[config.mk]
export PLATFORM = sky130hd
export DESIGN_NAME = fpa_mul
export DESIGN_NICKNAME = d
export VERILOG_FILES = /design/src/fpa_pkg.sv /design/src/fpa_mul.sv
export SDC_FILE = /design/constraint.sdc
export NUM_CORES = 2
export LEC_CHECK = 0
export ABC_AREA = 0
export BUFFER_PORTS_ARGS = -buffer_cell sky130_fd_sc_hd__buf_2
export CORE_MARGIN = 2
export CORE_UTILIZATION = 45
export CTS_BUF_LIST = sky130_fd_sc_hd__clkbuf_4 sky130_fd_sc_hd__clkbuf_8 sky130_fd_sc_hd__clkbuf_16
export DETAILED_ROUTE_END_ITERATION = 10
export PLACE_DENSITY_LB_ADDON = 0.05
export SYNTH_ARGS = -nofsm -noshare
export SYNTH_HDL_FRONTEND = slang
export SYNTH_SLANG_ARGS = --single-unit
[constraint.sdc]
create_clock -name clk -period 9 [get_ports clk]
set_input_delay 0 -clock clk [delete_from_list [all_inputs] [get_ports clk]]
set_output_delay 0 -clock clk [all_outputs]
set_load 0.05 [all_outputs]
[src/fpa_pkg.sv]
package fpa_pkg;

  // Widths of the data path.
  localparam int DATA_W        = 32;
  localparam int FRAC_BITS_DEF = 8;

  // The divider produces this many quotient bits, one per pipeline stage.
  // Any quotient at or above two to the power of DATA_W saturates, so one
  // spare bit is plenty.
  localparam int DIV_QBITS = DATA_W + 1;

  // Register stages inside the multiplier and the divider.
  localparam int MUL_LAT = 4;
  localparam int DIV_LAT = DIV_QBITS + 3;

  localparam logic signed [DATA_W-1:0] S32_MAX = 32'sh7FFF_FFFF;
  localparam logic signed [DATA_W-1:0] S32_MIN = 32'sh8000_0000;

  typedef enum logic [3:0] {
    OP_ADD  = 4'd0,
    OP_SUB  = 4'd1,
    OP_MUL  = 4'd2,
    OP_DIV  = 4'd3,
    OP_MIN  = 4'd4,
    OP_MAX  = 4'd5,
    OP_INC  = 4'd6,
    OP_DEC  = 4'd7,
    OP_TOI  = 4'd8,
    OP_FRI  = 4'd9,
    OP_EQ   = 4'd10,
    OP_NE   = 4'd11,
    OP_LT   = 4'd12,
    OP_LE   = 4'd13,
    OP_GT   = 4'd14,
    OP_GE   = 4'd15
  } op_t;

  // Which unit supplies the final result of an item.
  typedef enum logic [1:0] {
    SEL_SIMPLE = 2'd0,
    SEL_MUL    = 2'd1,
    SEL_DIV    = 2'd2
  } sel_t;

  typedef struct packed {
    logic [3:0]               op;
    logic signed [DATA_W-1:0] operand_a;
    logic signed [DATA_W-1:0] operand_b;
  } in_item_t;

  typedef struct packed {
    logic signed [DATA_W-1:0] result;
    logic                     compare_true;
    logic                     saturated;
    logic                     divide_by_zero;
  } out_item_t;

  // Result of the operations finished in the operand stage together with the unit select.
  typedef struct packed {
    sel_t      sel;
    out_item_t res;
  } pipe_t;

  // Operands of the divider, already reduced to magnitudes.
  typedef struct packed {
    logic [DATA_W-1:0] na;
    logic [DATA_W-1:0] nb;
    logic              neg;
    logic              a_neg;
    logic              dz;
  } div_in_t;

  // Sign and status bits that travel along the divider stages.
  typedef struct packed {
    logic neg;
    logic a_neg;
    logic dz;
    logic ovf;
  } div_ctl_t;

endpackage

[src/fpa_mul.sv]
module fpa_mul #(
  parameter int FRAC_BITS = fpa_pkg::FRAC_BITS_DEF
) (
  input  logic                              clk,
  input  logic                              en,
  input  logic signed [fpa_pkg::DATA_W-1:0] a_i,
  input  logic signed [fpa_pkg::DATA_W-1:0] b_i,
  output fpa_pkg::out_item_t                res_o
);

  localparam int DW = fpa_pkg::DATA_W;
  localparam int PW = 2 * DW;
  localparam logic [PW-1:0] HALF    = PW'(1) << (FRAC_BITS - 1);
  localparam logic [PW-1:0] LIM_NEG = PW'(1) << (DW - 1);
  localparam logic [PW-1:0] LIM_POS = LIM_NEG - PW'(1);

  logic signed [PW-1:0] p_r;
  logic [PW-1:0]        m_r, r_r, m_nxt, r_nxt;
  logic                 neg_m_r, neg_r_r;
  fpa_pkg::out_item_t   res_r, res_nxt;

  always_comb begin
    m_nxt = p_r[PW-1] ? (~p_r + PW'(1)) : p_r;
    r_nxt = (m_r + HALF) >> FRAC_BITS;

    res_nxt.compare_true   = 1'b0;
    res_nxt.divide_by_zero = 1'b0;
    res_nxt.saturated      = neg_r_r ? (r_r > LIM_NEG) : (r_r > LIM_POS);
    if (res_nxt.saturated) begin
      res_nxt.result = neg_r_r ? fpa_pkg::S32_MIN : fpa_pkg::S32_MAX;
    end else if (neg_r_r) begin
      res_nxt.result = ~r_r[DW-1:0] + DW'(1);
    end else begin
      res_nxt.result = r_r[DW-1:0];
    end
  end

  // Product, magnitude, rounding and clamp each have a stage of their own.
  always_ff @(posedge clk) begin
    if (en) begin
      p_r     <= a_i * b_i;
      m_r     <= m_nxt;
      neg_m_r <= p_r[PW-1];
      r_r     <= r_nxt;
      neg_r_r <= neg_m_r;
      res_r   <= res_nxt;
    end
  end

  assign res_o = res_r;

endmodule

== Word level (Yosys, flattened, before mapping) ==
Index checks and enable logic that the tools add are counted.
Storage, ports and cells
  bits in registers: 219
  input port bits: 66
  word-level logic and storage cells: 21
Operators by class
  add/subtract/negate cells: 3
  multiply operators: 1
  magnitude comparators: 2
  muxes and demuxes: 5
  bitwise gates (word level): 2
Operators with widths (number)
  two-way mux 32 bit: 3
  adder 64 x 2 -> 64 bit, second input constant: 1
  adder 64 x 8 -> 64 bit, second input constant: 1
  multiplier 32 x 32 -> 64 bit: 1
  NOT 64 bit: 1
  two-way mux 63 bit: 1
  greater-than comparator 56 x 31 -> 1 bit, second input constant: 1
  greater-than comparator 56 x 32 -> 1 bit, second input constant: 1
  adder 32 x 1 -> 32 bit, second input constant: 1
  NOT 32 bit: 1
  two-way mux 1 bit: 1

== Longest topological paths before layout ==
  depth in word-level cells: 4
  depth in mapped cells: 29
  mapped depth without buffers: 27

== Worst setup path after synthesis ==
No wires, ideal clock.
  path kind: in2reg
  from: in b_i[4] in the netlist's numbering
  to: reg p_r[52] (data pin)
  setup time: 0.262 ns
  arrival time: 7.151 ns
  setup slack: 1.587 ns
  cell stages on the path: 28
  path through: clkbuf_1 nand2_1 fa_1 inv_1 fa_1 inv_1 fa_1 fa_1 inv_1 fa_1 inv_1 fa_1 inv_1 fa_1 inv_1 fa_1 inv_1 ha_1 o21a_1 o211a_1 a211oi_1 o32ai_1 nor3_1 a31oi_1 a221oi_1 o21a_1 o21bai_1 xor2_1
Between the ends
  cells in the longest elaborated chain, start to end: 1
RTL lines
  from (decl): RTL line fpa_mul.sv:7  | input logic signed [fpa_pkg::DATA_W-1:0] b_i,
  multiplier 32 x 32 -> 64 bit: RTL line fpa_mul.sv:41  | p_r <= a_i * b_i;
  to (signal assigned): RTL line fpa_mul.sv:41
  to (decl): RTL line fpa_mul.sv:17  | logic signed [PW-1:0] p_r;
Every way passes these cells.
A chain may end at the register's enable or synchronous reset.

== Worst setup path after layout ==
  from: in b_i[4] in the netlist's numbering
  to: reg p_r[61] (data pin)
Same word-level chain as after synthesis.

==> impl_results.md <==
- Run status: complete, no violations
- Remaining global-route overflow: 0
- Maximum net fanout on the critical path: 17
- Number of H-tree levels: 1
- Most numerous cell types in the synthesized netlist: sky130_fd_sc_hd__inv_1 (1120), sky130_fd_sc_hd__fa_1 (1082), sky130_fd_sc_hd__nand2_1 (580), sky130_fd_sc_hd__and2_1 (515), sky130_fd_sc_hd__clkbuf_1 (222)
- Count of routing violations after the opening detailed-route iteration: 1548
- CP Data Required Time: roughly 9000 ps
- Largest net degree at the start of global routing: just over 80
- Pre-antenna DRT Iters: 5
- Syn Std Cell Area: 46300 um2
- Cell depth of the worst min-delay path: 1
- Beginning of the critical path: b_i[4]
- Layout net count: between 6000 and 7000
- GP Congestion: approximately 0.85
- Flip-flop and latch count after synthesis: roughly 210
- Boundary pin count: 101
- Setup repair bufs after CTS: 0
- TritonCTS clock tree: yes
- Total Wirelength: between 100000 and 150000 um
- Buffer levels on the longest clock path: 3
- Max-cap check violation count: 0
- Latest clock arrival within the worst-skew pair: about 510 ps
- Library cell contributing the largest single delay on the critical path: sky130_fd_sc_hd__fa_1
- Final Slew Violations: 0
- Worst-margin pin slew: roughly 1200 ps
- Async S/R FF share, synth: 0%
- Yosys top cell area share: 46.8%
- Biggest cell delay along the critical path: roughly 560 ps
- Largest clock skew in the final design: between 15 and 20 ps
- Starting Density: 45.4%
- Hold Buf Count CTS: 0
- Leading cell type by number of instances after synthesis: sky130_fd_sc_hd__inv_1
- Number of different library cells in the post-synthesis netlist: between 60 and 70
- Total Routing Usage GR: between 20% and 30%
- Sequential-to-total area share from yosys stat: approximately 14%
- Via count of the first global-routing pass: around 35000
- Most prevalent standard cell on the critical path: sky130_fd_sc_hd__fa_1
- CTS Root Buffer Type: sky130_fd_sc_hd__clkbuf_16
- Via count: approximately 31000
- Share of the clock period used by the worst path: about nine tenths
- Die ar.: 105000 um2
- Worst Path Class, Setup: in -> reg
- Clock-pin slew on the worst setup and hold paths: 60 ps
- Wire per inst: just under 20 um
- Residual DRC count: 0
- Number of antenna violations at the first check in global routing: 4
- Clock Sinks: approximately 210
- Yosys warning total: 0
- Filler cells: slightly below 10000
- First-pass GRT wire length: approximately 200000 um
- Fraction of final layout cells sized beyond drive strength 1: a little under 5%
- Gate count after technology mapping: 4753
- Count of nets left with antenna violations after detail routing: 0
- Setup-failing EPs final: 0
- Unrepaired setup endpoints after global routing: false
- Num rows: between 100 and 150
- Biggest area consumer among synthesized cells: sky130_fd_sc_hd__fa_1
- Tightest slew margin relative to the limit: between 10% and 20%
- Via count normalized by instance count: between 5 and 6
- CP endpoint kind: flip-flop
- Hold path start: en
- Inserted Clock Buffers: 22
- Predominant post-synthesis flop cell: sky130_fd_sc_hd__edfxtp_1
- CP Launch Type: input port
- Worst hold-check path type: in -> reg
- Total Negative Setup Slacks: 0 ps
- Core Area: between 100000 and 150000 um2
- Layout overhead on the synthesized area: 5.72%
- Worst r2r path cells: 13
- Number of enable flip-flop cells after synthesis: approximately 210
- Final Hold Violating Endpoints: 0
- Timing-limited maximum frequency: 124 MHz
- Detailed-placement wirelength estimate: between 100000 and 150000 um
- CP Data Arrival Time: ~8300 ps
- Number of port buffers: 98
- Post-synthesis average cell area: 9.73 um2
- Critical register-to-register path startpoint: r_r[0]
- Final Critical Period: between 8000 and 9000 ps
- Quantity of gates resized following cts: 0
- Leading post-synthesis cells by cell area: sky130_fd_sc_hd__fa_1 (47%), sky130_fd_sc_hd__edfxtp_1 (14%), sky130_fd_sc_hd__inv_1 (9.1%)
- Die height: roughly 320 um
- Die width: about 320 um
layer usage:
metal  GRT usage (%)  vias to the layer above  routed length (um)
met5               0                        -                  12
li1                -                    14000                   -
met2            44.6                      588               63700
met4            6.07                        2                3620
met1            30.6                    16200               50000
met3            1.62                      147                3880
flip-flops by register name, indices dropped and copies added, names as in the netlist:
signal and count:
neg_r_r 1, neg_m_r 1, r_r 56, res_o 33
p_r 64, m_r 57
layout by cell type, fill, tap and decap left out, types with 10 or more instances in the layout:
master	instances
sky130_fd_sc_hd__inv_1	1120
sky130_fd_sc_hd__fa_1	1082
sky130_fd_sc_hd__nand2_1	580
sky130_fd_sc_hd__and2_1	515
sky130_fd_sc_hd__edfxtp_1	212
sky130_fd_sc_hd__ha_1	186
sky130_fd_sc_hd__xnor2_1	152
sky130_fd_sc_hd__nor2_1	111
sky130_fd_sc_hd__buf_2	97
sky130_fd_sc_hd__a21oi_1	88
sky130_fd_sc_hd__buf_4	80
sky130_fd_sc_hd__o21ai_0	73
sky130_fd_sc_hd__nand3_1	43
sky130_fd_sc_hd__a21o_1	43
sky130_fd_sc_hd__xor2_1	37
sky130_fd_sc_hd__nand4_1	29
sky130_fd_sc_hd__nor3_1	28
sky130_fd_sc_hd__clkbuf_16	23
sky130_fd_sc_hd__or3_1	22
sky130_fd_sc_hd__nand2b_1	19
sky130_fd_sc_hd__nor4_1	17
sky130_fd_sc_hd__or4_1	14
sky130_fd_sc_hd__o21bai_1	14
sky130_fd_sc_hd__a31oi_1	12
sky130_fd_sc_hd__and3_1	10
cell type report:
type / instances / area, um2 / share of cell area [%]
antenna: 3 / 7.51 / 0.0154
clock buffer: 26 / 598 / 1.22
clock inverter: 11 / 77.6 / 0.159
inverter: 1120 / 4200 / 8.60
multi-input combinational: 3192 / 34800 / 71.2
sequential: 212 / 6370 / 13.0
tap: 1368 / 1710 / 3.50
timing repair buffer: 179 / 1120 / 2.29
metrics by stage:
step	hold slack, ps	util [%]	std cells	setup WS, ps	instance area (um2)
final	71.6	48.0	6111	959	48900
after global routing	134	48.0	6108	454	48900
after CTS	117	48.0	6108	990	48900
after floorplan	112	-	4754	1590	46300
after global placement	404	47.3	6071	475	48200
after detailed placement	413	47.3	6071	501	48200
critical path, delay by kind of cell:
kind | cells | cell delay (ps)
adder cells (fa/ha/maj) | 9 | 4430
AO/OA/AOI/OAI | 5 | 1760
buffers and inverters | 7 | 1090
AND/OR/NAND/NOR | 5 | 830
XOR/XNOR | 1 | 120
final timing paths:
| check | end | slack (ps) |
|---|---|---|
| setup / recovery | p_r[61] | 960 |
| hold / removal | res_o[12] | 70 |
| setup reg to reg | res_o[15] | 4790 |
| hold reg to reg | neg_r_r | 420 |
cell families (layout without fill, tap and decap cells):
group / Yosys count / count (layout) / synth area share (%)
other: 1 / 5 / 0.00811
AND/OR/NAND/NOR: 1424 / 1424 / 15.5
XOR/XNOR: 189 / 189 / 3.58
flip-flops: 212 / 212 / 13.8
AO/OA/AOI/OAI: 307 / 307 / 4.25
adder cells (fa/ha/maj): 1268 / 1268 / 51.9
multiplexers: 2 / 2 / 0.0433
buffers and inverters: 1350 / 1336 / 11.0
Power is not shown: default switching activity piles up to over one toggle a cycle in this logic, so the estimate is an artifact.
