<file path="config.mk">
export PLATFORM = sky130hd
export DESIGN_NAME = fpa_front
export DESIGN_NICKNAME = d
export VERILOG_FILES = /design/src/fpa_pkg.sv /design/src/fpa_front.sv
export SDC_FILE = /design/constraint.sdc
export NUM_CORES = 1
export LEC_CHECK = 0
export ABC_AREA = 1
export BUFFER_PORTS_ARGS = -buffer_cell sky130_fd_sc_hd__buf_2
export CORE_UTILIZATION = 29
export CTS_CLUSTER_DIAMETER = 100
export DETAILED_ROUTE_END_ITERATION = 6
export PLACE_DENSITY = 0.51
export SLEW_MARGIN = 20
export SYNTH_ARGS = -nofsm -noshare
export SYNTH_HDL_FRONTEND = slang
export SYNTH_SLANG_ARGS = --single-unit
</file>
<file path="constraint.sdc">
create_clock -name clk -period 6.3 [get_ports clk]
set_input_delay 1.26 -clock clk [delete_from_list [all_inputs] [get_ports clk]]
set_output_delay 1.26 -clock clk [all_outputs]
set_load 0.01 [all_outputs]
</file>
<file path="src/fpa_pkg.sv">
package fpa_pkg;

  // Widths of the data path.
  localparam int DATA_W        = 32;
  localparam int FRAC_BITS_DEF = 8;

  // The divider produces this many quotient bits, one per pipeline stage.
  // Any quotient at or above two to the power of DATA_W saturates, so one
  // spare bit is plenty.
  localparam int DIV_QBITS = DATA_W + 1;

  // Register stages inside the multiplier and the divider.
  localparam int MUL_LAT = 4;
  localparam int DIV_LAT = DIV_QBITS + 3;

  localparam logic signed [DATA_W-1:0] S32_MAX = 32'sh7FFF_FFFF;
  localparam logic signed [DATA_W-1:0] S32_MIN = 32'sh8000_0000;

  typedef enum logic [3:0] {
    OP_ADD  = 4'd0,
    OP_SUB  = 4'd1,
    OP_MUL  = 4'd2,
    OP_DIV  = 4'd3,
    OP_MIN  = 4'd4,
    OP_MAX  = 4'd5,
    OP_INC  = 4'd6,
    OP_DEC  = 4'd7,
    OP_TOI  = 4'd8,
    OP_FRI  = 4'd9,
    OP_EQ   = 4'd10,
    OP_NE   = 4'd11,
    OP_LT   = 4'd12,
    OP_LE   = 4'd13,
    OP_GT   = 4'd14,
    OP_GE   = 4'd15
  } op_t;

  // Which unit supplies the final result of an item.
  typedef enum logic [1:0] {
    SEL_SIMPLE = 2'd0,
    SEL_MUL    = 2'd1,
    SEL_DIV    = 2'd2
  } sel_t;

  typedef struct packed {
    logic [3:0]               op;
    logic signed [DATA_W-1:0] operand_a;
    logic signed [DATA_W-1:0] operand_b;
  } in_item_t;

  typedef struct packed {
    logic signed [DATA_W-1:0] result;
    logic                     compare_true;
    logic                     saturated;
    logic                     divide_by_zero;
  } out_item_t;

  // Result of the operations finished in the operand stage together with the unit select.
  typedef struct packed {
    sel_t      sel;
    out_item_t res;
  } pipe_t;

  // Operands of the divider, already reduced to magnitudes.
  typedef struct packed {
    logic [DATA_W-1:0] na;
    logic [DATA_W-1:0] nb;
    logic              neg;
    logic              a_neg;
    logic              dz;
  } div_in_t;

  // Sign and status bits that travel along the divider stages.
  typedef struct packed {
    logic neg;
    logic a_neg;
    logic dz;
    logic ovf;
  } div_ctl_t;

endpackage

</file>
<file path="src/fpa_front.sv">
module fpa_front #(
  parameter int FRAC_BITS = fpa_pkg::FRAC_BITS_DEF
) (
  input  logic                             clk,
  input  logic                             rst_n,
  input  logic                             en,
  input  logic                             in_vld,
  input  fpa_pkg::in_item_t                in_item,
  output logic                             vld_o,
  output fpa_pkg::pipe_t                   pipe_o,
  output logic signed [fpa_pkg::DATA_W-1:0] a_o,
  output logic signed [fpa_pkg::DATA_W-1:0] b_o,
  output fpa_pkg::div_in_t                 div_o
);

  localparam int DW = fpa_pkg::DATA_W;

  // Clamps a wide signed value to the data range; the top bit flags a clamp.
  function automatic logic [DW:0] clamp_dw(input logic signed [2*DW-1:0] v);
    logic signed [2*DW-1:0] hi;
    logic signed [2*DW-1:0] lo;
    hi = {{DW{fpa_pkg::S32_MAX[DW-1]}}, fpa_pkg::S32_MAX};
    lo = {{DW{fpa_pkg::S32_MIN[DW-1]}}, fpa_pkg::S32_MIN};
    if (v > hi) begin
      clamp_dw = {1'b1, fpa_pkg::S32_MAX};
    end else if (v < lo) begin
      clamp_dw = {1'b1, fpa_pkg::S32_MIN};
    end else begin
      clamp_dw = {1'b0, v[DW-1:0]};
    end
  endfunction

  logic                       vld_r;
  fpa_pkg::pipe_t             pipe_r, pipe_nxt;
  logic signed [DW-1:0]       a_r, b_r;
  fpa_pkg::div_in_t           div_r, div_nxt;

  logic signed [DW-1:0]       a, b;
  logic signed [2*DW-1:0]     a_w, b_w;
  logic [DW:0]                cl;

  always_comb begin
    a   = in_item.operand_a;
    b   = in_item.operand_b;
    a_w = {{DW{a[DW-1]}}, a};
    b_w = {{DW{b[DW-1]}}, b};
    cl  = '0;

    pipe_nxt.sel                = fpa_pkg::SEL_SIMPLE;
    pipe_nxt.res.result         = '0;
    pipe_nxt.res.compare_true   = 1'b0;
    pipe_nxt.res.saturated      = 1'b0;
    pipe_nxt.res.divide_by_zero = 1'b0;

    case (fpa_pkg::op_t'(in_item.op))
      fpa_pkg::OP_ADD: cl = clamp_dw(a_w + b_w);
      fpa_pkg::OP_SUB: cl = clamp_dw(a_w - b_w);
      fpa_pkg::OP_MUL: pipe_nxt.sel = fpa_pkg::SEL_MUL;
      fpa_pkg::OP_DIV: pipe_nxt.sel = fpa_pkg::SEL_DIV;
      fpa_pkg::OP_MIN: cl = {1'b0, (a > b) ? b : a};
      fpa_pkg::OP_MAX: cl = {1'b0, (b > a) ? b : a};
      fpa_pkg::OP_INC: cl = clamp_dw(a_w + (2*DW)'(1));
      fpa_pkg::OP_DEC: cl = clamp_dw(a_w - (2*DW)'(1));
      fpa_pkg::OP_TOI: cl = {1'b0, a >>> FRAC_BITS};
      fpa_pkg::OP_FRI: cl = clamp_dw(a_w <<< FRAC_BITS);
      fpa_pkg::OP_EQ:  pipe_nxt.res.compare_true = (a == b);
      fpa_pkg::OP_NE:  pipe_nxt.res.compare_true = (a != b);
      fpa_pkg::OP_LT:  pipe_nxt.res.compare_true = (a < b);
      fpa_pkg::OP_LE:  pipe_nxt.res.compare_true = (a <= b);
      fpa_pkg::OP_GT:  pipe_nxt.res.compare_true = (a > b);
      fpa_pkg::OP_GE:  pipe_nxt.res.compare_true = (a >= b);
      default:         pipe_nxt.res.compare_true = (a >= b);
    endcase

    pipe_nxt.res.result    = cl[DW-1:0];
    pipe_nxt.res.saturated = cl[DW];

    // The magnitude of the most negative value still fits as unsigned.
    div_nxt.na    = a[DW-1] ? (~a + DW'(1)) : a;
    div_nxt.nb    = b[DW-1] ? (~b + DW'(1)) : b;
    div_nxt.neg   = a[DW-1] ^ b[DW-1];
    div_nxt.a_neg = a[DW-1];
    div_nxt.dz    = (b == '0);
  end

  always_ff @(posedge clk) begin
    if (!rst_n) begin
      vld_r <= 1'b0;
    end else if (en) begin
      vld_r <= in_vld;
    end
  end

  always_ff @(posedge clk) begin
    if (en) begin
      pipe_r <= pipe_nxt;
      a_r    <= a;
      b_r    <= b;
      div_r  <= div_nxt;
    end
  end

  assign vld_o  = vld_r;
  assign pipe_o = pipe_r;
  assign a_o    = a_r;
  assign b_o    = b_r;
  assign div_o  = div_r;

endmodule

</file>
# [Word-level counts from Yosys, hierarchy flattened]
# Index checks and enable logic that the tools add are counted.
[op_classes] addsub=6 order_cmp=15 n_eq_ne=17 mux=17 n_bitwise=3 n_reduce_logical=2
[op_table] cell="$mux W33" n=10
[op_table] cell="$pmux W33 S8" n=1
[op_table] cell="$gt A33 B32 Y1 const B" n=4
[op_table] cell="$lt A33 B32 Y1 const B" n=4
[op_table] cell="$add A32 B2 Y32 const B" n=2
[op_table] cell="$gt A32 B32 Y1" n=2
[op_table] cell="$mux W32" n=2
[op_table] cell="$not A32 Y32" n=2
[op_table] cell="$mux W31" n=2
[op_table] cell="$gt A40 B32 Y1 const B" n=1
[op_table] cell="$lt A40 B32 Y1 const B" n=1
[op_table] cell="$add A32 B2 Y33 const B" n=1
[op_table] cell="$add A32 B32 Y33" n=1
[op_table] cell="$sub A32 B2 Y33 const B" n=1
[op_table] cell="$sub A32 B32 Y33" n=1
[op_table] cell="$eq A32 B32 Y1" n=1
[op_table] cell="$eq A4 B4 Y1 const B" n=8
[op_table] cell="$ge A32 B32 Y1" n=1
[op_table] cell="$le A32 B32 Y1" n=1
[op_table] cell="$logic_not A32 Y1" n=1
[op_table] cell="$lt A32 B32 Y1" n=1
[op_table] cell="$ne A32 B32 Y1" n=1
[op_table] cell="$eq A4 B3 Y1 const B" n=4
[op_table] cell="$eq A4 B2 Y1 const B" n=2
[op_table] cell="other kinds (5)" n=5
[totals] regBits=168 output_inout_bits=169

# [Longest topological paths before layout]
# Gate-level depths: netlist of run 1.
[logic_depth] ltp_word=5 mapped_depth=23 depth_no_buf=21

# [Worst setup path after synthesis of run 1]
# Ideal clock, no wire load.
[synth_path] path_type="input to register" startpoint="input port in_item[31] (netlist bit)" endpoint="register pipe_r, in the netlist pipe_o[13], data pin" setup_time_ns=0.257 arrival_time_ns=3.897 required_time_ns=6.043 slack_ns=2.146 cell_stages=18 cell_sequence="clkbuf_1 > clkinv_1 > clkbuf_1 > ha_1 > buf_2 > inv_2 > nor2_1 > inv_1 > nor4_1 > nand2_1 > nand3_1 > nand2_1 > buf_4 > buf_4 > o211ai_1 > nand3_1 > nor2_1 > nand3_2"
[synth_between] elab_chain_cells=5 word_cells_on_any_way=15 cone_classes="2 x add/sub; 6 x order compare; 7 x mux"
[synth_rtl] item="from (decl)" line_no="fpa_front.sv:8" rtl="input fpa_pkg::in_item_t in_item,"
[synth_rtl] item="$sub A32 B32 Y33 / $add A32 B32 Y33 (equally long branches)" line_no="fpa_front.sv:57, fpa_front.sv:56"
[synth_rtl] item="$lt A33 B32 Y1" line_no="fpa_front.sv:26" rtl="end else if (v < lo) begin"
[synth_rtl] item="$mux W33" line_no="fpa_front.sv:26"
[synth_rtl] item="$mux W33" line_no="fpa_front.sv:24" rtl="if (v > hi) begin"
[synth_rtl] item="$pmux W33 S8 *" line_no="fpa_front.sv:55" rtl="case (fpa_pkg::op_t'(in_item.op))"
[synth_rtl] item="named net cl[10]" line_no="fpa_front.sv:40" rtl="logic [DW:0] cl;"
[synth_rtl] item="to (signal assigned)" line_no="fpa_front.sv:96" rtl="pipe_r <= pipe_nxt;"
[synth_rtl] item="to (decl)" line_no="fpa_front.sv:34" rtl="fpa_pkg::pipe_t pipe_r, pipe_nxt;"
# The timed path passes the listed nets; every way through them passes the cells marked *.
# A chain may end at the register's enable or synchronous reset.

# [Worst setup path in the final report of run 1]
[layout_path] startpoint="input port in_item[32] (netlist bit)" endpoint="register pipe_r, in the netlist pipe_o[6], data pin"
[layout_between] elab_chain_cells=5 word_cells_on_any_way=27 cone_classes="4 x add/sub; 11 x order compare; 12 x mux"
[layout_rtl] item="$sub A32 B2 Y33, or another cell as far along" line_no="fpa_front.sv:63" rtl="fpa_pkg::OP_DEC: cl = clamp_dw(a_w - (2*DW)'(1));"
[layout_rtl] item="$lt A33 B32 Y1" line_no="fpa_front.sv:26"
[layout_rtl] item="$mux W33" line_no="fpa_front.sv:26"
[layout_rtl] item="$mux W33" line_no="fpa_front.sv:24"
[layout_rtl] item="$pmux W33 S8 *" line_no="fpa_front.sv:55"
[layout_rtl] item="named net cl[3]" line_no="fpa_front.sv:40"
# Marked as above.

==> key figures, run 1 <==
Hold path
  • Hold depth: 2
  • Hold crit path type: register to register
  • Hold endpoint: vld_o
  • HP Start: vld_o

Floorplan
  • # rows: 85
  • Ports: about 240
  • Die area: roughly 56000 um^2
  • Chip height: 237.4 um
  • Initial Util: between 20% and 30%
  • Die X: between 200 and 250 um
  • Core area: approximately 54000 um^2

Clock network
  • Cts hold-fix bufs: 0
  • Clock net sink count: approximately 170
  • CTS Buffer Depth: 2
  • Post-CTS setup buffers: 0
  • CTS Buf Count: 17
  • CTS tree: yes
  • Clock transition at path regs: roughly 80 ps
  • Clk_lat worst skew: ~510 ps
  • H-tree levels: 4
  • Post-CTS sizing: 0
  • Root buf cell: clkbuf_16

Worst setup path
  • R2R Path Start: vld_o
  • Critical-path top delay cell: nand2_1
  • Startpoint Class: primary input
  • Arrival time of the worst setup path: 5270 ps
  • Crit-path most repeated cell: nand2_1
  • Critical R2R Capture: vld_o
  • R2R setup slack: between 5000 and 6000 ps
  • R2R depth: 2
  • Setup CP Type: primary input to register
  • Worst path cell trace: buf_2 > inv_2 > ha_1 > fa_1 > o21ai_1 > nand2_1 > nand2_1 > nand2_1 > nand2_1 > nand2_1 > nand2_1 > nand2_2 > nand2_1 > nor2_1 > nand2_1 > nand3_1 > nor3_1 > nand2_1
  • CP Max Fanout: 24
  • Critical Path RT: ~6600 ps
  • Slowest stage delay, CP: roughly 770 ps
  • Critical Path End Type: register

Power and ir drop
  • Leak pwr: between 8 and 9 nW
  • PwrDens: approximately 200 nW/um^2
  • Net Sw Frac: about two fifths
  • Clock power frac: roughly 29%
  • Switch Pwr: 0.001469 W
  • Flop pwr share: between 30% and 40%
  • Comb pwr share: between 30% and 40%
  • Worst VDD drop: 0.0001981 V
  • Total power: ~0.0037 W
  • Internal power: about 0.0022 W

STA
  • Fin crit period: approximately 5000 ps
  • Slew HR: between 20% and 30%
  • Fmax: roughly 200 MHz
  • Clock Skews: 0 ps
  • Worst-Margin Slew: 1090 ps
  • Final worst path period share: between 70% and 80%
  • RSZ-0062 raised after global routing: no
  • Setup tns final: 0 ps
  • Final count of hold timing violations: 0
  • Max Slew Vio Count: 0
  • Final setup viols: 0

Logic synthesis
  • Post-synth EDFFs: roughly 160
  • Netlist cell types: 53
  • Yosys warns: 0
  • Mapped Nets: between 2000 and 3000
  • Predominant post-synthesis flop cell: edfxtp_1
  • Fraction of registers with async set or reset after synthesis: 0%
  • Sequential element share of the synthesized area: a little under a third
  • Mapped cell area: roughly 16000 um^2
  • Synthesized flop and latch total: approximately 170
  • Mean Syn Cell Area: approximately 6.6 um^2
  • Synth Instances: 2435

Layout
  • Ratio of cells with drive above 1 in the final layout: 14.87%
  • Final-stage net count: between 2000 and 3000
  • Commonest cells after routing, fill and taps aside: nand2_1 (720), nor2_1 (351), inv_1 (247), buf_2 (238), edfxtp_1 (164)
  • Commonest non-fill, non-tap cell in the layout: nand2_1
  • Antenna cells: 0
  • Layout area overhead: 14.06%

GRT
  • Gr ovfl total: 0
  • All-layer global routing usage: between 20% and 30%
  • First-pass GRT wire length: around 110000 um
  • Initial antenna violation count: 3
  • Vias in the first global route: ~17000
  • Pin count of the biggest net entering global routing: 63

Detailed routing
  • Initial drt markers: 1711
  • # DRC: 0
  • Total vias in the final route: about 18000
  • WL/cell: around 24 um
  • Post-Route WL: a little under 80000 um
  • Pre-Repair DR Iteration Count: 7
  • Avg Vias per Cell: roughly 5.3
  • Final antenna-violating net count: 0

Status
  • Outcome: complete, no violations

Run
  • Max-Cap Viols: 0

Placed design
  • DP HPWL: 63090 um
  • PortBufs: between 200 and 250
  • Final RePlAce weighted congestion: about 1.0
worst max path at each step:
stage | startpoint | endpoint | slack, ps | cells past startpoint
floorplan | in_item[31] | pipe_o[13] | 2150 | 18
global placement | in_item[32] | pipe_o[6] | 830 | 18
detailed placement | in_item[32] | pipe_o[6] | 830 | 18
CTS | in_item[32] | pipe_o[6] | 1390 | 18
global route | in_item[32] | pipe_o[6] | 1020 | 18
finish | in_item[32] | pipe_o[6] | 1290 | 18
worst max-delay path, delay by kind of cell:
family                   cells  cell delay [ps]
adder cells (fa/ha/maj)      2              740
buffers and inverters        2              490
AND/OR/NAND/NOR             13             2430
AO/OA/AOI/OAI                1              320
per-stage QoR:
step | utilization, % | instance area [um^2] | instances | hold slack, ps | setup WS [ps]
2_1_floorplan | - | 16070 | 2435 | 555.3 | 2146
3_3_place_gp | 32.75 | 17760 | 3294 | 517.8 | 830.9
3_5_place_dp | 32.75 | 17760 | 3294 | 541.0 | 831.3
4_1_cts | 33.79 | 18330 | 3326 | 556.0 | 1389
5_1_grt | 33.79 | 18330 | 3326 | 591.6 | 1020
6_report | 33.79 | 18330 | 3326 | 553.5 | 1287
layer usage:
metal,vias to the layer above,routed length (um),global-route usage [%]
met5,-,38,0
met3,144,4911,3.786
met4,6,3004,11.30
li1,8300,-,-
met1,8480,35830,38.25
met2,739,35390,44.15
power by group through the flow:
stage,registers (W),logic [W],clock network (W)
CTS,0.00138,0.00122,0.00109
detailed placement,0.00140,0.00122,0
global route,0.00139,0.00134,0.00112
floorplan,0.00145,0.000651,0
global placement,0.00141,0.00123,0
finish,0.00138,0.00123,0.00105
cells in the mapped netlist (all sizes together) (12+ instances only):
cell type,number,area share (%)
o21bai,18,0.84
o21ai,122,3.8
nor2,374,9.4
nand4,61,2.4
nand3,152,5.0
xor2,91,5.0
nand2,762,18
edfxtp,164,31
a211oi,12,0.56
buf,69,2.7
nor3,39,1.2
a21oi,151,4.7
inv,253,5.9
ha,69,5.4
clkbuf,39,1.2
kinds of logic (layout without fill, tap and decap cells):
logic type               count (synthesis)  count (layout)  synth area share, %
AO/OA/AOI/OAI                          331             331                11.20
XOR/XNOR                                94              94                5.170
adder cells (fa/ha/maj)                 71              71                5.622
buffers and inverters                  363             558                9.896
flip-flops                             165             165                30.77
other                                    1               1              0.02334
AND/OR/NAND/NOR                       1410            1410                37.32
registers in the layout (all words and copies together) (netlist names):
signal,count
a_o,32
vld_o,1
div_o,64
pipe_o,36
b_o,32
final cells by class:
type	count	area (um^2)
clock buffers	17	425.4
clock inverters	15	140.1
fillers	6040	35910
inverters	254	955.9
multi-input cells	1907	9542
flip-flops and latches	165	4945
well taps	696	870.8
repair buffers	272	1450
Power figures use the tool's default switching activity.
==> run 2: changes to the inputs <==
--- a/config.mk
+++ b/config.mk
@@ -5,12 +5,12 @@
 export SDC_FILE = /design/constraint.sdc
 export NUM_CORES = 1
 export LEC_CHECK = 0
-export ABC_AREA = 1
+export ABC_AREA = 0
 export BUFFER_PORTS_ARGS = -buffer_cell sky130_fd_sc_hd__buf_2
 export CORE_UTILIZATION = 29
 export CTS_CLUSTER_DIAMETER = 100
 export DETAILED_ROUTE_END_ITERATION = 6
-export PLACE_DENSITY = 0.51
+export PLACE_DENSITY = 0.53
 export SLEW_MARGIN = 20
 export SYNTH_ARGS = -nofsm -noshare
 export SYNTH_HDL_FRONTEND = slang
==> constraint.sdc (replaced) <==
create_clock -name clk -period 4.32 [get_ports clk]
set_input_delay 0.864 -clock clk [delete_from_list [all_inputs] [get_ports clk]]
set_output_delay 0.864 -clock clk [all_outputs]
set_load 0.01 [all_outputs]
==> key figures, run 2 <==
Run
  • Max-Cap Viols: 0 (unchanged)

Layout
  • Layout area overhead: 42.30%
  • Commonest cells after routing, fill and taps aside: buf_4 (494), buf_2 (238), edfxtp_1 (164), nand2_1 (148), nor2_1 (144)
  • Commonest non-fill, non-tap cell in the layout: buf_4
  • Ratio of cells with drive above 1 in the final layout: 35.51% (+21 points)
  • Antenna cells: 0 (unchanged)
  • Fill count: 4903 (-19%)
  • Max reg flops: 64 (unchanged)
  • Final-stage net count: 2428 (-12%)

Logic synthesis
  • Cell taking the most area after synthesis: edfxtp_1
  • Fraction of registers with async set or reset after synthesis: 0% (unchanged)
  • Post-synth EDFFs: 164 (unchanged)
  • Most common cell in the netlist: edfxtp_1
  • Predominant post-synthesis flop cell: edfxtp_1
  • Post-synth top area share: 34.75% (+4.1 points)
  • Mapped cell area: 14170 um^2 (-12%)
  • Yosys warns: 0 (unchanged)
  • Netlist cell types: 86 (+62%)
  • Most common library cells after synthesis: edfxtp_1 (164), nand2_1 (149), nor2_1 (145), xnor2_1 (126), a21oi_1 (123)
  • Mean Syn Cell Area: 8.632 um^2 (+31%)
  • Mapped Nets: 1785 (-31%)
  • Sequential element share of the synthesized area: 34.89% (+4.1 points)
  • Top cells by area, synth: edfxtp_1 (35%), xnor2_1 (7.8%), ha_1 (6.1%)
  • Synth Instances: 1642 (-33%)
  • Synthesized flop and latch total: 165 (unchanged)

Detailed routing
  • Post-Route WL: 70400 um (-11%)
  • WL/cell: 24.17 um (+1.5%)
  • # DRC: 0 (unchanged)
  • Pre-Repair DR Iteration Count: 7 (unchanged)
  • Final antenna-violating net count: 0 (unchanged)
  • Total vias in the final route: 16080 (-9.0%)
  • Avg Vias per Cell: 5.520 (+3.9%)
  • Initial drt markers: 1612 (-5.8%)

Clock network
  • Root buf cell: clkbuf_16
  • Clock net sink count: 165 (unchanged)
  • H-tree levels: 4 (unchanged)
  • CTS Buffer Depth: 2 (unchanged)
  • CTS tree: yes
  • CTS Buf Count: 17 (unchanged)
  • Clk_lat worst skew: 500 ps (about the same)
  • Clock transition at path regs: 80 ps (about the same)

Floorplan
  • Die area: 49760 um^2 (-12%)
  • Die X: 223.1 um (-6.0%)
  • Ports: 241 (unchanged)
  • Chip height: 223.1 um (-6.0%)
  • Initial Util: 29.56% (-0.065 points)
  • # rows: 80 (-5.9%)
  • Core area: 47950 um^2 (-12%)

STA
  • Fin crit period: around 4300 ps
  • Final worst path period share: between 90% and 100%
  • Final setup viols: 0 (unchanged)
  • Setup tns final: 0 ps (unchanged)
  • Max Slew Vio Count: 0 (unchanged)
  • Fmax: about 230 MHz
  • Slew HR: 26.34% (-0.71 points)
  • Final count of hold timing violations: 0 (unchanged)
  • Clock Skews: 0 ps (unchanged)
  • Final WS setup: 51.84 ps (-1235 ps)
  • Worst-Margin Slew: 1101 ps (+10.62 ps)

Worst setup path
  • R2R depth: 2 (unchanged)
  • Crit-path most repeated cell: buf_4
  • Setup CP Type: primary input to register
  • Slowest stage delay, CP: 390 ps (-380 ps)
  • Critical R2R Capture: vld_o
  • R2R setup slack: 3730 ps (-1910 ps)
  • Critical Path End Type: register
  • Arrival time of the worst setup path: 4650 ps (-620 ps)
  • CP Max Fanout: 14 (-42%)
  • R2R Path Start: vld_o
  • Critical-path top delay cell: nor4b_2
  • CP top delay family: simple AND/OR/NAND/NOR gates
  • Critical Path RT: 4700 ps (-1860 ps)
  • Worst path cell trace: buf_2 > buf_8 > inv_1 > ha_1 > nor4b_2 > nand4_1 > buf_4 > nor4_1 > buf_4 > xor2_2 > nand4_1 > nor4_2 > a21oi_2 > o22ai_2 > nor2_1 > buf_4 > nand3_1
  • Startpoint Class: primary input
  • CP bufs+invs: 6 (+4)

GRT
  • Pin count of the biggest net entering global routing: 77 (+22%)
  • Gr ovfl total: 0 (unchanged)
  • Initial antenna violation count: 1 (-2)
  • First-pass GRT wire length: 101900 um (-10%)
  • All-layer global routing usage: 28.09% (+0.16 points)
  • Vias in the first global route: 15600 (-6.5%)

Placed design
  • DP HPWL: 57240 um (-9.3%)
  • PortBufs: 239 (unchanged)
  • Final RePlAce weighted congestion: 0.9601 (-4.0%)
  • Dpl ws: -570.9 ps (-1402 ps)

Power and ir drop
  • Leak pwr: 8.622 nW (-0.11%)
  • Comb pwr share: 35.7% (+2.1 points)
  • Flop pwr share: 36.0% (-1.6 points)
  • Worst VDD drop: 0.0003315 V (+67%)
  • Total power: 0.005611 W (+53%)
  • Internal power: 0.003607 W (+64%)
  • PwrDens: 278.2 nW/um^2 (+39%)
  • Switch Pwr: 0.002005 W (+36%)
  • Net Sw Frac: 35.73% (-4.3 points)
  • Clock power frac: 28.3% (-0.5 points)

Hold path
  • Hold endpoint: vld_o
  • HP Start: vld_o
  • Hold crit path type: register to register
  • Hold depth: 2 (unchanged)

Status
  • Outcome: complete, no violations
-- run 2: cell types whose count changed in the layout (fill, tap and decap cells not counted), sizes merged, moves of 36 or more --
| cell | change |
|---|---|
| nand3 | -106 |
| nand2 | -612 |
| xor2 | -63 |
| xnor2 | +123 |
| o21ai | -36 |
| inv | -180 |
| nor2 | -229 |
| buf | +469 |
-- run 2: cell families (layout without fill, tap and decap cells) --
group | Yosys count | after routing | synth area share, %
AOI/OAI and AO/OA | 466 | 466 | 22.30
buffers and inverters | 194 | 850 | 5.508
other | 1 | 1 | 0.02646
and+or+nand+nor | 579 | 579 | 20.54
DFF | 165 | 165 | 34.89
xor gates and xnor gates | 154 | 154 | 9.516
adders and majority gates | 71 | 71 | 6.374
muxes | 12 | 12 | 0.8475
-- run 2: area by class of cell --
cell class                      instances  area (um^2)  area share, %
Sequential cell                       165         4945          24.52
Inverter                               77        289.0          1.433
Multi-Input combinational cell       1283         8531          42.30
Clock inverter                         15        143.9         0.7134
Tap cell                              615        769.5          3.815
Timing Repair Buffer                  741         5066          25.12
Clock buffer                           17        425.4          2.109
-- run 2: worst register-to-register path: stages, from the launching register on --
cell and delay [ps]:
dfxtp_1 320, mux2i_1 120, nor2b_1 60
-- run 2: what timing repair did --
| action | in CTS | in global routing |
|---|---|---|
| hold buffers | 0 | 0 |
| setup endpoints to repair | 1 | 24 |
| buffers inserted | 0 | 0 |
| pin swaps | 0 | 2 |
| gates resized for setup | 1 | 11 |
-- run 2: how the worst max path moves through the flow --
stage | from | end | slack [ps] | depth (start not counted)
final | in_item[32] | pipe_o[25] | 50 | 17
after global routing | in_item[32] | pipe_o[15] | -4 | 18
after CTS | in_item[32] | pipe_o[1] | 90 | 17
after detailed placement | in_item[32] | pipe_o[1] | -570 | 17
after global placement | in_item[32] | pipe_o[1] | -570 | 17
after floorplan | in_item[33] | pipe_o[3] | 10 | 15
-- run 2: stage by stage --
step | std cells | area, um^2 | hold slack [ps] | utilization, %
6_report | 2913 | 20170 | 528.3 | 42.07
4_1_cts | 2913 | 20120 | 528.9 | 41.95
3_3_place_gp | 2881 | 19540 | 493.3 | 40.76
3_5_place_dp | 2881 | 19540 | 511.0 | 40.76
5_1_grt | 2913 | 20170 | 572.9 | 42.07
2_1_floorplan | 1642 | 14200 | 538.3 | -
-- run 2: power by group through the flow --
stage | Sequential (W) | Combinational (W) | Clock (W)
after detailed placement | 0.00205 | 0.00197 | 0
after floorplan | 0.00211 | 0.000844 | 0
after CTS | 0.00202 | 0.00198 | 0.00163
after global placement | 0.00206 | 0.00197 | 0
final | 0.00202 | 0.00200 | 0.00159
after global routing | 0.00203 | 0.00214 | 0.00169
-- run 2: metal layers --
layer  up-vias  wire length, um  track usage (%)
met5         -                0                0
met4         0             2654            11.48
met3       109             5283            4.794
met2       784            32500            45.23
met1      7761            29970            37.18
li1       7426                -                -
